<file path="config.mk">
export PLATFORM = sky130hd
export DESIGN_NAME = qr_data_module_placement_unit
export DESIGN_NICKNAME = d
export VERILOG_FILES = /design/src/rtl/core/qrdmp_pkg.sv /design/src/rtl/core/qrdmp_classify.sv /design/src/rtl/core/qr_data_module_placement_unit.sv
export SDC_FILE = /design/constraint.sdc
export NUM_CORES = 1
export LEC_CHECK = 0
export CORE_MARGIN = 3
export CORE_UTILIZATION = 41
export DETAILED_ROUTE_END_ITERATION = 12
export DONT_BUFFER_PORTS = 1
export GPL_ROUTABILITY_DRIVEN = 0
export PLACE_DENSITY = 0.55
export SLEW_MARGIN = 10
export SYNTH_ARGS = -nofsm -noshare
export SYNTH_HDL_FRONTEND = slang
export SYNTH_SLANG_ARGS = --single-unit
</file>
<file path="constraint.sdc">
create_clock -name clk -period 8.4 [get_ports clk]
set_input_delay 1.68 -clock clk [delete_from_list [all_inputs] [get_ports clk]]
set_output_delay 1.68 -clock clk [all_outputs]
set_load 0.05 [all_outputs]
</file>
<file path="src/rtl/core/qrdmp_pkg.sv">
// Shared types, result codes and small arithmetic helpers for QR data module placement.
`timescale 1ns / 1ps
package qrdmp_pkg;

  localparam int AlignMax = 7;

  typedef enum logic [1:0] {
    ST_DATA    = 2'd0,
    ST_SKIPPED = 2'd1,
    ST_PAST    = 2'd2
  } status_t;

  typedef struct packed {
    logic [7:0]                n;
    logic [2:0]                cnt;
    logic [AlignMax-1:0][7:0]  al;
    logic                      v7;
  } geom_t;

  function automatic logic [6:0] div3(input logic [7:0] v);
    logic [16:0] p;
    p = 17'(v) * 17'd171;
    return p[15:9];
  endfunction

  function automatic logic [1:0] mod3(input logic [7:0] v);
    logic [8:0] t;
    t = 9'(v) - 9'(div3(v)) * 9'd3;
    return t[1:0];
  endfunction

  function automatic logic [1:0] mod3_small(input logic [3:0] v);
    logic [1:0] r;
    case (v)
      4'd0, 4'd3, 4'd6: r = 2'd0;
      4'd1, 4'd4, 4'd7: r = 2'd1;
      4'd2, 4'd5, 4'd8: r = 2'd2;
      default:          r = 2'd0;
    endcase
    return r;
  endfunction

endpackage

</file>
<file path="src/rtl/core/qrdmp_classify.sv">
// Function-area classification and data mask evaluation of one module position.
`timescale 1ns / 1ps
module qrdmp_classify (
  input  logic [7:0]           x,
  input  logic [7:0]           y,
  input  qrdmp_pkg::geom_t     geom,
  input  logic [2:0]           mask,
  output qrdmp_pkg::status_t   status,
  output logic                 invert
);
  import qrdmp_pkg::*;

  logic [2:0] xi;
  logic [2:0] yi;
  logic       on_align;
  logic       on_func;
  logic [8:0] n9;
  logic [1:0] xm3;
  logic [1:0] ym3;
  logic [1:0] pm3;
  logic [1:0] sm3;
  logic       p2;
  logic [8:0] sum;
  logic [6:0] h4;
  logic       mbit;

  always_comb begin
    xi = '0;
    yi = '0;
    for (int k = 0; k < AlignMax; k++) begin
      if (3'(k) < geom.cnt) begin
        if (9'(x) + 9'd2 >= 9'(geom.al[k]) && 9'(x) <= 9'(geom.al[k]) + 9'd2) xi = 3'(k + 1);
        if (9'(y) + 9'd2 >= 9'(geom.al[k]) && 9'(y) <= 9'(geom.al[k]) + 9'd2) yi = 3'(k + 1);
      end
    end
    on_align = (xi != 3'd0) && (yi != 3'd0)
               && !(xi == 3'd1 && yi == 3'd1)
               && !(xi == geom.cnt && yi == 3'd1)
               && !(xi == 3'd1 && yi == geom.cnt);

    n9 = 9'(geom.n);
    on_func = 1'b0;
    if (x < 8'd8 && y < 8'd8) on_func = 1'b1;
    if (x < 8'd8 && 9'(y) + 9'd8 >= n9) on_func = 1'b1;
    if (9'(x) + 9'd8 >= n9 && y < 8'd8) on_func = 1'b1;
    if (on_align) on_func = 1'b1;
    if (x == 8'd6 || y == 8'd6) on_func = 1'b1;
    if (y == 8'd8 && (x <= 8'd8 || 9'(x) + 9'd8 >= n9)) on_func = 1'b1;
    if (x == 8'd8 && (y <= 8'd8 || 9'(y) + 9'd8 >= n9)) on_func = 1'b1;
    if (geom.v7) begin
      if (x < 8'd7 && 9'(y) + 9'd11 >= n9 && 9'(y) + 9'd9 <= n9) on_func = 1'b1;
      if (y < 8'd7 && 9'(x) + 9'd11 >= n9 && 9'(x) + 9'd9 <= n9) on_func = 1'b1;
    end

    xm3 = mod3(x);
    ym3 = mod3(y);
    pm3 = mod3_small(4'(xm3) * 4'(ym3));
    sm3 = mod3_small(4'(xm3) + 4'(ym3));
    p2  = x[0] & y[0];
    sum = 9'(x) + 9'(y);
    h4  = 7'(y[7:1]) + div3(x);
    case (mask)
      3'd0:    mbit = !sum[0];
      3'd1:    mbit = !y[0];
      3'd2:    mbit = (xm3 == 2'd0);
      3'd3:    mbit = (sm3 == 2'd0);
      3'd4:    mbit = !h4[0];
      3'd5:    mbit = !p2 && (pm3 == 2'd0);
      3'd6:    mbit = !(p2 ^ pm3[0]);
      default: mbit = !(pm3[0] ^ sum[0]);
    endcase

    status = on_func ? ST_SKIPPED : ST_DATA;
    invert = on_func ? 1'b0 : mbit;
  end

endmodule

</file>
<file path="src/rtl/core/qr_data_module_placement_unit.sv">
// Top level of the QR data module placement pipeline.
// One item per cycle while the output is not stalled; each item passes an
// input register and then four more register stages: a reciprocal multiply
// for the strip number, a remainder stage, a correction stage that forms
// column and row, and the output register that follows classification.
// Per-version geometry is read from constant tables into a geometry register
// that follows the version register.
`timescale 1ns / 1ps
module qr_data_module_placement_unit #(
  parameter int MAX_VERSION = 40
) (
  input  logic        clk,
  input  logic        rst,
  input  logic        s_tvalid,
  output logic        s_tready,
  input  logic [15:0] s_tdata,   // [14:0] bit_index
  output logic        m_tvalid,
  input  logic        m_tready,
  output logic [23:0] m_tdata,   // [1:0] status, [9:2] column, [17:10] row, [18] invert
  input  logic        cfg_wr_en,
  input  logic [1:0]  cfg_index,
  input  logic [5:0]  cfg_data
);
  import qrdmp_pkg::*;

  localparam logic [1:0] RegVersion = 2'd0;
  localparam logic [1:0] RegMask    = 2'd1;

  logic [5:0]  version_number;
  logic [2:0]  mask_pattern;
  logic [5:0]  veff;

  logic [18:0] recip_tab [1:MAX_VERSION];
  logic [14:0] thr_tab   [1:MAX_VERSION];
  logic [2:0]  cnt_tab   [1:MAX_VERSION];
  logic [7:0]  al_tab    [1:MAX_VERSION][0:AlignMax-1];

  for (genvar g = 1; g <= MAX_VERSION; g++) begin : g_ver
    localparam int N    = 17 + 4 * g;
    localparam int CNT  = (g > 1) ? g / 7 + 2 : 0;
    localparam int STEP = (g > 1) ? ((((g + 1) * 8 / (CNT - 1)) + 3) / 4) * 2 : 0;
    assign recip_tab[g] = 19'((1 << 24) / (2 * N));
    assign thr_tab[g]   = 15'((N - 7) * N);
    assign cnt_tab[g]   = 3'(CNT);
    for (genvar k = 0; k < AlignMax; k++) begin : g_al
      localparam int R = STEP * (CNT - k - 1);
      localparam int C = (k >= CNT) ? 0 : ((4 * g < R) ? 6 : 4 * g - R + 10);
      assign al_tab[g][k] = 8'(C);
    end
  end

  geom_t       geom;
  logic [18:0] recip;
  logic [14:0] thr;
  logic [8:0]  d2n;

  always_comb begin
    veff = version_number;
    if (veff == 6'd0) veff = 6'd1;
    if (veff > 6'(MAX_VERSION)) veff = 6'(MAX_VERSION);
  end

  always_ff @(posedge clk) begin
    if (rst) begin
      version_number <= 6'd1;
      mask_pattern   <= 3'd0;
    end else if (cfg_wr_en) begin
      if (cfg_index == RegVersion) version_number <= cfg_data;
      if (cfg_index == RegMask) mask_pattern <= cfg_data[2:0];
    end
  end

  always_ff @(posedge clk) begin
    geom.n   <= 8'(17 + 4 * 32'(veff));
    geom.cnt <= cnt_tab[veff];
    geom.v7  <= (veff >= 6'd7);
    for (int k = 0; k < AlignMax; k++) geom.al[k] <= al_tab[veff][k];
    recip    <= recip_tab[veff];
    thr      <= thr_tab[veff];
  end

  assign d2n = {geom.n, 1'b0};

  // Stage A: input register.
  logic        va, vb, vc, vd;
  logic        ra, rb, rc, rd;
  logic        o_ready;
  logic [14:0] a_i;

  // Stage B: reciprocal product.
  logic [33:0] b_prod;
  logic [14:0] b_i;

  // Stage C: strip estimate and remainder.
  logic [9:0]  c_q;
  logic [9:0]  c_rem;
  logic        c_b0;
  logic        c_t;

  // Stage D: coordinates.
  logic signed [11:0] d_x;
  logic [7:0]         d_y;

  logic [23:0] out_data;

  assign o_ready = !m_tvalid || m_tready;
  assign rd = !vd || o_ready;
  assign rc = !vc || rd;
  assign rb = !vb || rc;
  assign ra = !va || rb;
  assign s_tready = ra;

  always_ff @(posedge clk) begin
    if (rst) begin
      va <= 1'b0;
      vb <= 1'b0;
      vc <= 1'b0;
      vd <= 1'b0;
    end else begin
      if (ra) va <= s_tvalid;
      if (rb) vb <= va;
      if (rc) vc <= vb;
      if (rd) vd <= vc;
    end
  end

  logic [9:0]  q_est;
  logic [18:0] qd;
  logic [14:0] rem_full;
  logic [9:0]  q_fix;
  logic [9:0]  r_fix;
  logic signed [11:0] x_calc;
  logic [7:0]  y_calc;

  always_comb begin
    q_est    = b_prod[33:24];
    qd       = 19'(q_est) * 19'(d2n);
    rem_full = b_i - qd[14:0];
    if (c_rem >= 10'(d2n)) begin
      q_fix = c_q + 10'd1;
      r_fix = c_rem - 10'(d2n);
    end else begin
      q_fix = c_q;
      r_fix = c_rem;
    end
    x_calc = 12'(geom.n) - 12'sd1 - 12'(c_b0) - 12'({q_fix, 1'b0}) - 12'(c_t);
    if (q_fix[0]) y_calc = r_fix[8:1];
    else y_calc = geom.n - 8'd1 - r_fix[8:1];
  end

  always_ff @(posedge clk) begin
    if (ra && s_tvalid) a_i <= s_tdata[14:0];
    if (rb && va) begin
      b_prod <= 34'(a_i) * 34'(recip);
      b_i    <= a_i;
    end
    if (rc && vb) begin
      c_q   <= q_est;
      c_rem <= rem_full[9:0];
      c_b0  <= b_i[0];
      c_t   <= (b_i >= thr);
    end
    if (rd && vc) begin
      d_x <= x_calc;
      d_y <= y_calc;
    end
  end

  status_t cls_status;
  logic    cls_invert;

  qrdmp_classify u_classify (
    .x      (d_x[7:0]),
    .y      (d_y),
    .geom   (geom),
    .mask   (mask_pattern),
    .status (cls_status),
    .invert (cls_invert)
  );

  always_ff @(posedge clk) begin
    if (rst) begin
      m_tvalid <= 1'b0;
    end else if (o_ready) begin
      m_tvalid <= vd;
    end
  end

  always_ff @(posedge clk) begin
    if (o_ready && vd) begin
      if (d_x < 0) out_data <= {5'd0, 1'b0, 8'd0, 8'd0, ST_PAST};
      else out_data <= {5'd0, cls_invert, d_y, d_x[7:0], cls_status};
    end
  end

  assign m_tdata = out_data;

endmodule

</file>
**After elaboration in Yosys (flattened, before gate mapping)**

Memory sizes are Yosys's and may differ from the RTL's. A register that Yosys moved wholly into a read port is not among the register bits.
Index checks and enable logic that the tools add are counted.

- Add/subtract/negate cells: 30
- $mul: 7
- Order comparisons: 52
- Eq/ne operators: 15
- Multiplexer cells: 45
- Bitwise gates (word level): 4
- Reduce and logical (&&, ||, !) cells: 69

Operators by type and width:

| cell | number |
|---|---|
| $ge 9x8->1 | 18 |
| $le 8x9->1 | 14 |
| $add 8x2->9 const B | 9 |
| $mux 3 | 26 |
| $add 8x4->9 const B | 6 |
| $logic_and 1x1->1 | 36 |
| $mul 15x19->34 | 1 |
| $mul 8x8->16 const B | 2 |
| $le 9x8->1 | 2 |
| $eq 8x3->1 const B | 2 |
| $eq 8x4->1 const B | 2 |
| $le 8x4->1 const B | 2 |
| $lt 8x3->1 const B | 2 |
| $lt 8x4->1 const B | 2 |
| $ge 15x15->1 | 1 |
| $logic_not 1->1 | 14 |
| $mul 7x2->2 const B | 2 |
| $mux 1 | 13 |
| $lt 12x1->1 const B | 1 |
| $mux 6 | 2 |
| $sub 12x1->12 | 1 |
| $sub 12x11->12 | 1 |
| $add 10x1->10 const B | 1 |
| $ge 10x9->1 | 1 |
| other kinds (36) | 61 |

- Register bits after elaboration: 153
- Memory bits (read-only): 6016
- Logic and storage cells: 249
- Memories: 6

Memory list:

| memory | depth | bits a word | read ports | clocked after memory_dff | write ports | line | text |
|---|---|---|---|---|---|---|---|
| (no name shown) | 64 | 56 | 1 | 1 | 0 | qr_data_module_placement_unit.sv:77 | `for (int k = 0; k < AlignMax; k++) geom.al[k] <= al_tab[veff][k];` |
| (no name shown) | 64 | 19 | 1 | 1 | 0 | qr_data_module_placement_unit.sv:78 | `recip <= recip_tab[veff];` |
| (no name shown) | 64 | 15 | 1 | 1 | 0 | qr_data_module_placement_unit.sv:79 | `thr <= thr_tab[veff];` |
| (no name shown) | 64 | 3 | 1 | 1 | 0 | qr_data_module_placement_unit.sv:75 | `geom.cnt <= cnt_tab[veff];` |
| (no name shown) | 16 | 2 | 1 | 0 | 0 | qrdmp_pkg.sv:34 | `case (v)` |
| (no name shown) | 16 | 2 | 1 | 0 | 0 | qrdmp_pkg.sv:34 |  |

**Logic depth before layout (Yosys ltp)**

- Depth in word-level cells: 31
- Depth in mapped cells: 34

**Modules after synthesis**

A second synthesis with hierarchy kept.

- Cell total of the unflattened synthesis: 3313
- Area, all modules: 29130.4 um2

Modules (own cells, without submodules):

| module | times used | cells an instance | area each (um2) | seq. area each (um2) |
|---|---|---|---|---|
| qr_data_module_placement_unit | 1 | 2075 | 19187.2 | 4674.5 |
| qrdmp_classify | 1 | 1238 | 9943.3 | 0.0 |

**Worst setup path after synthesis**

OpenSTA, ideal clock, no wires.

- Path type: register -> register
- From: register d_x[3]
- To: register out_data[18], in the netlist m_tdata[18], data pin
- Arrival time: 6.544 ns
- Required time: 8.210 ns
- Setup slack: 1.666 ns
- Stages on the path, launching flop included: 33
- Buffers on the path: 1
- Period minus slack after synthesis: 6.734 ns
- Cells stage by stage: edfxtp_1 -> clkbuf_1 -> clkinv_1 -> ha_1 -> inv_1 -> ha_1 -> inv_1 -> fa_1 -> inv_1 -> ha_1 -> a41o_1 -> a21o_1 -> a21o_1 -> a21o_1 -> a21oi_1 -> xnor2_1 -> ha_1 -> inv_1 -> ha_1 -> nor2_1 -> xnor2_1 -> xnor2_1 -> xnor2_1 -> inv_1 -> fa_1 -> inv_1 -> ha_1 -> a211oi_1 -> o21ai_0 -> o31ai_1 -> a22o_1 -> o21ai_0 -> a2111oi_2

- Word-level cells in the longest chain between the ends: 31

RTL lines:

| what | line | text |
|---|---|---|
| start: declaration | qr_data_module_placement_unit.sv:101 | `logic signed [11:0] d_x;` |
| start signal: assignment | qr_data_module_placement_unit.sv:164 | `d_x <= x_calc;` |
| branches (longest 31 deep; another with $mul 8x8->16) | - |  |
| end signal: assignment | qr_data_module_placement_unit.sv:191 | `if (d_x < 0) out_data <= {5'd0, 1'b0, 8'd0, 8'd0, ST_PAST};` |
| end signal: assignment | qr_data_module_placement_unit.sv:192 | `else out_data <= {5'd0, cls_invert, d_y, d_x[7:0], cls_status};` |
| end: declaration | qr_data_module_placement_unit.sv:104 | `logic [23:0] out_data;` |

Parallel ways; which one is timed is not known.
A chain may end at the register's enable or synchronous reset.

**Worst setup path after layout**

- From: register d_x[4]
- To: register out_data[18], in the netlist m_tdata[18], data pin

The elaborated chain is that of the path after synthesis.

==> qor.csv <==
metric;value;unit
grt_usage;22.8;%
antenna_found_initial;3;
wl_per_cell;20.4;µm
hpwl;59.6;mm
dr.pass1.iters;5;
setup_viol;0;
p_comb_share;77.1;%
reg2regPathDepth;29;
worst_r2r_endpoint;m_tdata[18]$_SDFFCE_PP0P_;
grt_pass1_vias;22387;
syn_to_final_growth;5.74;%
clkLatencyLatePin;0.47;ns
p_clk_share;8.4;%
grt_overflow;0;
crit_path_end;m_tdata[18]$_SDFFCE_PP0P_;
ys_top_cells_by_count;478 x ha_1, 413 x inv_1, 324 x nand2_1, 253 x fa_1, 152 x nor2_1;
worst_pin_slew;1.10;ns
r2r-start;d_x[4]$_DFFE_PP_;
layout-drive-gt1-share;3.46;%
start_util;41.6;%
power.density;344;mW/mm²
power;0.00979;W
num_io_pins;55;
core-area;0.0647;mm²
fin_hold_ws;0.421;ns
clk_pin_slew;0.07;ns
root_buffer;clkbuf_16;
synthTopCellsByArea;ha_1 22%, fa_1 19%, edfxtp_1 11%;
ant_nets;0;
synth_cell_type_count;79;
nets;3728;
grt_pass1_wl;125;mm
drv_slew;0;
ys_ff_latch;185;
cp_slowest_stage_delay;0.76;ns
layout.cells.non_filler;3837;
cts_sinks;185;
rsz0062_at_grt;false;
whs_path_depth;0;
syn_inst;3023;
cts_tree;yes;
p_leak;13.2;nW
routed_wl;78.2;mm
drt_iter0_drc;1653;
swShare;47.9;%
startpoint_type;register;
relSlewSlack;26.1;%
synth_top_cell_area_share;22.2;%
hold_viol;0;
fin_crit_sh;83.5;%
crit_arrival;7.27;ns
worst_hold_path_type;register to register;
post-cts-setup-buffers;0;
seq_area_frac_synth;17.4;%
cts_buffer_depth;2;
dieArea;0.0688;mm²
syn-cell-area;0.0269;mm²
period_needed;7.01;ns
crit_cells;29;
final.setup_skew;0.0184;ns
critPathMaxFanout;11;
required;8.66;ns
synth_edf_count;97;
async_flop_share;0;%
vias_per_cell;5.62;
rrSetupSlack;1.39;ns
vias;21557;
crit_path_end_kind;register;
intPower;0.00510;W
yosysTopAreaCell;ha_1;
die_y;262;µm
yosys_warnings;0;
critPathKind;register to register;
grt_max_degree;58;
p_seq_share;14.5;%
io_buffer_count;0;
max_freq;0.143;GHz
crit_start;d_x[4]$_DFFE_PP_;
dp_cells;3804;
drv_cap;0;
tns;0;ns
die-width;262;µm
power.switching;0.00469;W
ir_worst_vdd;574;µV
numCtsBuffers;17;
ys.flop_type;edfxtp_1;
cp_slowest_cell;edfxtp_1;
route.detailed.drc;0;
status;finished, final reports clean;
cts_resized;0;
cts_hold_buf;0;
rows;93;
cp.buffers_inverters;6;
yosysMostFrequentCell;ha_1;
htree_levels;4;
critPathTopFamily;adder cells;
avgSynthCellArea;8.91;µm²
==> area by class of cell <==
class | count | area [µm²]
clock buffer | 21 | 482
antenna | 1 | 2.50
fill | 6352 | 36200
tap | 855 | 1070
clock inverter | 11 | 103
sequential | 185 | 4680
timing repair buffer | 46 | 345
multi-input combinational | 2299 | 20200
inverter | 419 | 1570
==> how the worst min path moves through the flow <==
stage                                    start            endpoint  slack [ns]
after floorplan           b_prod[33]$_DFFE_PP_    c_q[9]$_DFFE_PP_        0.40
after global placement        b_i[0]$_DFFE_PP_  c_rem[0]$_DFFE_PP_        0.41
after detailed placement      b_i[0]$_DFFE_PP_  c_rem[0]$_DFFE_PP_        0.41
after CTS                     b_i[0]$_DFFE_PP_  c_rem[0]$_DFFE_PP_        0.42
after global routing          b_i[0]$_DFFE_PP_  c_rem[0]$_DFFE_PP_        0.45
final                         b_i[0]$_DFFE_PP_  c_rem[0]$_DFFE_PP_        0.42
==> registers in the layout, summed over array words and instances (netlist names), 8 cells and up <==
register and count:
d_x 9, d_y 8, m_tdata 19, b_i 15, c_rem 10, geom 36
c_q 10, recip 19, a_i 15, thr 13, b_prod 10
==> placed cells by master, fill, tap and decap left out, drive strengths merged, types with 30 or more instances in the layout <==
master,Yosys,routed
dfxtp,88,88
nand2,324,324
nor3,36,36
fa,253,253
ha,478,478
xnor2,119,119
buf,30,46
o21ai,123,123
nand4,30,30
inv,416,423
nand3,56,56
a21oi,144,144
a21o,43,43
nand2b,35,35
nor2b,42,42
nor2,152,152
and2,128,128
edfxtp,97,97
==> kinds of logic (layout without fill, tap and decap cells) <==
family                     count (synthesis)  after routing  synth area share [%]
DFF                                      185            185                  17.4
other                                      1              6                0.0139
muxes                                     19             19                 0.730
xor gates and xnor gates                 149            149                  5.05
adders and majority gates                731            731                  41.0
and+or+nand+nor                          854            854                  15.2
AOI/OAI and AO/OA                        541            541                  13.0
buffers and inverters                    543            497                  7.66
==> power by group through the flow <==
stage / sequential, W / clock (W) / combinational, W
final: 0.00142 / 0.000820 / 0.00755
after global routing: 0.00143 / 0.000869 / 0.00874
after CTS: 0.00142 / 0.000838 / 0.00769
after detailed placement: 0.00144 / 0 / 0.00761
after global placement: 0.00144 / 0 / 0.00737
after floorplan: 0.00134 / 0 / 0.00584
==> metal layers <==
metal | vias up | wire length, µm | global-route usage [%]
met3 | 194 | 4880 | 3.24
met4 | 2 | 2970 | 8.71
met2 | 791 | 37300 | 38.4
met5 | - | 13 | 0
li1 | 10037 | - | -
met1 | 10533 | 33000 | 29.7
==> through the flow <==
step                util [%]  area, µm²  setup WS, ns
floorplan                  -      26900          1.67
finish                  44.0      28500          1.39
detailed placement      43.1      27900          1.38
global placement        43.1      27900          1.47
CTS                     44.0      28500          1.34
global route            44.0      28500         0.946
Note: power is estimated with default switching activity, not from simulation.
